$ cat src/rtl/core/vfv_pkg.sv
package vfv_pkg;

  localparam logic [1:0] CMD_OWN  = 2'd0;
  localparam logic [1:0] CMD_HALO = 2'd1;

  localparam logic [1:0] SIDE_RIGHT = 2'd0;
  localparam logic [1:0] SIDE_LEFT  = 2'd1;
  localparam logic [1:0] SIDE_FRONT = 2'd2;
  localparam logic [1:0] SIDE_BACK  = 2'd3;

  localparam int TOTAL_W = 19;
  localparam int MASK_W  = 6;

  typedef enum logic [1:0] {K_NOP, K_READ, K_OWN, K_HALO} kind_t;

  typedef struct packed {
    kind_t      kind;
    logic [3:0] x;
    logic [3:0] z;
    logic [7:0] y;
    logic [1:0] side;
    logic       clr;
  } item_t;

  typedef struct packed {
    logic clearing;
  } back_stat_t;

  typedef struct packed {
    logic [1:0] count;
  } queue_stat_t;

  typedef enum logic [3:0] {
    S_CLEAR, S_IDLE, S_LOAD, S_CHK, S_TGT, S_NB, S_UPD, S_FRD, S_RES
  } state_t;

  typedef enum logic [1:0] {SRC_VOX, SRC_HALO, SRC_ONE} src_t;

  function automatic logic [2:0] pop6(input logic [MASK_W-1:0] m);
    logic [2:0] n;
    n = 3'd0;
    for (int i = 0; i < MASK_W; i++) begin
      n = n + 3'(m[i]);
    end
    return n;
  endfunction

endpackage

$ cat src/rtl/core/vfv_intf.sv
interface vfv_in_if;
  logic       valid;
  logic       ready;
  logic [1:0] command;
  logic [3:0] pos_x;
  logic [3:0] pos_z;
  logic [7:0] pos_y;
  logic [1:0] halo_side;
  logic       is_transparent;

  modport source(output valid, command, pos_x, pos_z, pos_y, halo_side, is_transparent,
                 input ready);
  modport sink(input valid, command, pos_x, pos_z, pos_y, halo_side, is_transparent,
               output ready);
endinterface


$ cat src/rtl/core/vfv_front.sv
module vfv_front #(
  parameter int EDGE   = 16,
  parameter int LAYERS = 256
) (
  input  logic                  clk,
  input  logic                  rst_n,
  vfv_in_if.sink                in_chan,
  input  vfv_pkg::back_stat_t   bstat,
  input  logic                  pop,
  output vfv_pkg::item_t        head,
  output logic                  head_valid,
  output vfv_pkg::queue_stat_t  qstat
);

  vfv_pkg::item_t q_r [2];
  logic           wr_ptr_r, wr_ptr_nxt;
  logic           rd_ptr_r, rd_ptr_nxt;
  logic [1:0]     cnt_r, cnt_nxt;
  vfv_pkg::item_t item;
  logic           push;
  logic           xy_ok;
  logic           c_ok;
  logic [3:0]     hc;

  // Range checks and command decoding happen before the queue.
  always_comb begin
    xy_ok = (32'(in_chan.pos_x) < EDGE) && (32'(in_chan.pos_z) < EDGE) &&
            (32'(in_chan.pos_y) < LAYERS);
    hc    = (in_chan.halo_side == vfv_pkg::SIDE_RIGHT ||
             in_chan.halo_side == vfv_pkg::SIDE_LEFT) ? in_chan.pos_x : in_chan.pos_z;
    c_ok  = (32'(hc) < EDGE) && (32'(in_chan.pos_y) < LAYERS);
    item.x    = in_chan.pos_x;
    item.z    = in_chan.pos_z;
    item.y    = in_chan.pos_y;
    item.side = in_chan.halo_side;
    item.clr  = in_chan.is_transparent;
    case (in_chan.command)
      vfv_pkg::CMD_OWN:  item.kind = xy_ok ? vfv_pkg::K_OWN : vfv_pkg::K_NOP;
      vfv_pkg::CMD_HALO: item.kind = c_ok ? vfv_pkg::K_HALO : vfv_pkg::K_NOP;
      default:           item.kind = xy_ok ? vfv_pkg::K_READ : vfv_pkg::K_NOP;
    endcase
  end

  assign in_chan.ready = !bstat.clearing && (cnt_r != 2'd2);
  assign push          = in_chan.valid && in_chan.ready;
  assign head          = q_r[rd_ptr_r];
  assign head_valid    = (cnt_r != 2'd0);
  assign qstat.count   = cnt_r;

  always_comb begin
    wr_ptr_nxt = wr_ptr_r ^ push;
    rd_ptr_nxt = rd_ptr_r ^ pop;
    cnt_nxt    = cnt_r + 2'(push) - 2'(pop);
  end

  always_ff @(posedge clk) begin
    if (!rst_n) begin
      wr_ptr_r <= 1'b0;
      rd_ptr_r <= 1'b0;
      cnt_r    <= 2'd0;
    end else begin
      wr_ptr_r <= wr_ptr_nxt;
      rd_ptr_r <= rd_ptr_nxt;
      cnt_r    <= cnt_nxt;
    end
  end

  always_ff @(posedge clk) begin
    if (push) begin
      q_r[wr_ptr_r] <= item;
    end
  end

endmodule

$ cat src/flat_wrapper.sv
// flat-port wrapper written by rule: the top's interface ports become plain ports
module vfv_front_flat 
#(
  parameter int EDGE   = 16,
  parameter int LAYERS = 256
)
  (clk, rst_n, bstat, pop, head, head_valid, qstat, in_chan_valid, in_chan_command, in_chan_pos_x, in_chan_pos_z, in_chan_pos_y, in_chan_halo_side, in_chan_is_transparent, in_chan_ready);
  vfv_in_if in_chan_i ();
  input  logic clk;
  input  logic rst_n;
  input  vfv_pkg::back_stat_t bstat;
  input  logic pop;
  output vfv_pkg::item_t head;
  output logic head_valid;
  output vfv_pkg::queue_stat_t qstat;
  input wire logic [$bits(in_chan_i.valid)-1:0] in_chan_valid;
  input wire logic [$bits(in_chan_i.command)-1:0] in_chan_command;
  input wire logic [$bits(in_chan_i.pos_x)-1:0] in_chan_pos_x;
  input wire logic [$bits(in_chan_i.pos_z)-1:0] in_chan_pos_z;
  input wire logic [$bits(in_chan_i.pos_y)-1:0] in_chan_pos_y;
  input wire logic [$bits(in_chan_i.halo_side)-1:0] in_chan_halo_side;
  input wire logic [$bits(in_chan_i.is_transparent)-1:0] in_chan_is_transparent;
  output wire logic [$bits(in_chan_i.ready)-1:0] in_chan_ready;
  assign in_chan_i.valid = in_chan_valid;
  assign in_chan_i.command = in_chan_command;
  assign in_chan_i.pos_x = in_chan_pos_x;
  assign in_chan_i.pos_z = in_chan_pos_z;
  assign in_chan_i.pos_y = in_chan_pos_y;
  assign in_chan_i.halo_side = in_chan_halo_side;
  assign in_chan_i.is_transparent = in_chan_is_transparent;
  assign in_chan_ready = in_chan_i.ready;
  vfv_front #(.EDGE(EDGE), .LAYERS(LAYERS)) u_core (.clk(clk), .rst_n(rst_n), .in_chan(in_chan_i), .bstat(bstat), .pop(pop), .head(head), .head_valid(head_valid), .qstat(qstat));
endmodule
$ cat config.mk
export PLATFORM = sky130hd
export DESIGN_NAME = vfv_front_flat
export DESIGN_NICKNAME = d
export VERILOG_FILES = /design/src/rtl/core/vfv_pkg.sv /design/src/rtl/core/vfv_intf.sv /design/src/rtl/core/vfv_front.sv /design/src/flat_wrapper.sv
export SDC_FILE = /design/constraint.sdc
export NUM_CORES = 1
export LEC_CHECK = 0
export BUFFER_PORTS_ARGS = -buffer_cell sky130_fd_sc_hd__buf_2
export CORE_UTILIZATION = 50
export CTS_CLUSTER_DIAMETER = 60
export CTS_CLUSTER_SIZE = 12
export DETAILED_ROUTE_END_ITERATION = 16
export PLACE_DENSITY = 0.77
export SLEW_MARGIN = 20
export SYNTH_ARGS = -nofsm -noshare
export SYNTH_HDL_FRONTEND = slang
export SYNTH_SLANG_ARGS = --single-unit
$ cat constraint.sdc
create_clock -name clk -period 2.61 [get_ports clk]
set_clock_uncertainty 0.2 [all_clocks]
set_input_delay 0.261 -clock clk [delete_from_list [all_inputs] [get_ports clk]]
set_output_delay 0.261 -clock clk [all_outputs]
set_load 0.005 [all_outputs]
==> qor.csv <==
metric,value,unit
status,completed,
number of remaining DRC errors,0,
largest net degree at the start of global routing,19,
share of layout cells above drive strength 1,50.0,%
Static Leak,0.969,nW
placed insts,189,
Total Die Area,0.00379,mm^2
I/O pins,51,
core footprint,0.00336,mm^2
syn avg cell area,19.7,um^2
CTS tree,built,
period utilisation layout,79.1,%
IO buf count,50,
Diodes inserted,0,
first-iteration detailed-routing DRC count,22,
top-area cell type share of the netlist area,71.2,%
worst min path class,in2reg,
die height,61.5,um
worst-case clock buffer depth,2,
Yosys reg bits,47,
P&R area growth vs syn,37.6,%
Post-CTS Setup Inserts,0,
Rel. slew slack,72.8,%
Final Non-Filler Cells,220,
CTS buffer count,5,
crit path kind,reg2out,
GP Congestion,0.698,
Post-Syn Area,0.00177,mm^2
Power Density,682,mW/mm^2
hold slack,0.0605,ns
RSZ-0062 raised after global routing,no,
CP endpoint kind,output port,
max-slew violations,0,
total number of vias,1060,
post-layout util,72.5,%
Setup-failing EPs final,0,
TNS Setup,0,ns
Setup WS pre-CTS,0.779,ns
"commonest non-fill, non-tap cell in the layout",buf_2,
critical path arrival,1.60,ns
Area contributors post-synth,"edfxtp_1 71%, mux2_2 13%, dfxtp_1 5.6%",
WL/cell,14.5,um
vias in the first global route,1102,
CP required,2.15,ns
first-pass GRT wire length,4.65,mm
"Seq/Total Area, Yosys",76.8,%
clk sinks,47,
htree depth,2,
crit-path max FO,18,
Final Hold Violating Endpoints,0,
FP Rows,21,
Mapped Nets,120,
fmax,0.485,GHz
clock root cell,clkbuf_4,
Worst Setup Start Kind,register,
Via density,4.82,
"leading cell types in the layout, fill and taps excluded","50 x buf_2, 42 x edfxtp_1, 23 x dlygate4sd3_1",
Setup WS post-layout,0.546,ns
maximum capacitance violations,0,
Yosys warnings,0,
drt pass-1 iters,4,
synth unique cells,14,
Worst-path clk slew,0.13,ns
Starting Density,52.7,%
post-synth top area cell,edfxtp_1,
post-route ant nets,0,
gate count of the mapped netlist,90,
# nets final,203,
Worst VDD drop,0.000419,V
Horiz. Die Dim,61.5,um
DRT Wirelength,3.20,mm
Worst-Skew Late Latency,0.35,ns
Congestion Overflow GR,0,
all-layer global routing usage,18.6,%
Final min period,2.06,ns
initial antenna violation count,0,
Worst Tran Pin Value,0.406,ns
-- logic make-up after synthesis --
| kind of cell | count (synthesis) | share of synthesized area, % |
|---|---|---|
| XOR/XNOR | 2 | 1.77 |
| adder cells (fa/ha/maj) | 4 | 2.82 |
| AND/OR/NAND/NOR | 7 | 2.61 |
| multiplexers | 21 | 13.3 |
| AO/OA/AOI/OAI | 2 | 0.706 |
| flip-flops | 47 | 76.8 |
| buffers and inverters | 7 | 1.91 |
-- worst max-delay path: stages (launching register included) --
cell and delay, ns:
dfxtp_1 0.43, buf_4 0.29, mux2_2 0.38, buf_2 0.14
-- Yosys cell counts --
cell type,count
nor2b_1,1
dfxtp_1,5
inv_1,5
and2_1,3
or2_2,2
buf_4,2
a211oi_1,1
edfxtp_1,42
nor2b_2,1
ha_1,4
xnor3_1,1
a21oi_1,1
xor2_1,1
mux2_2,21
-- per-layer routing --
layer,share of wire [%],vias to the layer above,track usage [%]
li1,-,508,-
met1,37,509,18.0
met2,56,37,33.9
met3,4.3,6,7.14
met4,2.3,0,9.52
met5,0,-,0
-- per-stage QoR --
step | instance area [um^2] | power (W)
floorplan | 1770 | 0.00103
global placement | 2100 | 0.00112
detailed placement | 2100 | 0.00113
CTS | 2440 | 0.00168
global route | 2440 | 0.00174
finish | 2440 | 0.00166
-- sequential cells by signal (all words and copies together) (netlist names), named ones only --
name	count
u_core.q_r	42
u_core.qstat	2
u_core.rd_ptr_r	1
u_core.wr_ptr_r	1
-- timing repair --
item / 4_1_cts / 5_1_grt
setup endpoints to repair: 0 / 0
hold endpoints to repair: 47 / 0
gates resized for setup: 0 / 0
hold buffers: 23 / 0
-- where the power goes --
part	switching, W	total [W]	internal (W)
clock	0.000222	0.000519	0.000298
combinational	0.000103	0.000249	0.000146
sequential	0.0000199	0.000895	0.000875
-- final cells by class --
class / instances / area (um^2)
Sequential cell: 47 / 1360
Fill cell: 253 / 926
Timing Repair Buffer: 78 / 518
Multi-Input combinational cell: 36 / 377
Clock inverter: 3 / 67.6
Tap cell: 46 / 57.6
Clock buffer: 5 / 37.5
Inverter: 5 / 18.8
-- worst paths after layout --
kind | cells past startpoint | slack, ns | endpoint | startpoint
min | 3 | 0.06 | register | pop
min reg2reg | 3 | 0.37 | u_core.wr_ptr_r | u_core.wr_ptr_r
max | 3 | 0.55 | head[13] | register
max reg2reg | 4 | 0.78 | u_core.q_r[0][1] | u_core.qstat[0]
(Power assumes the default switching activity.)
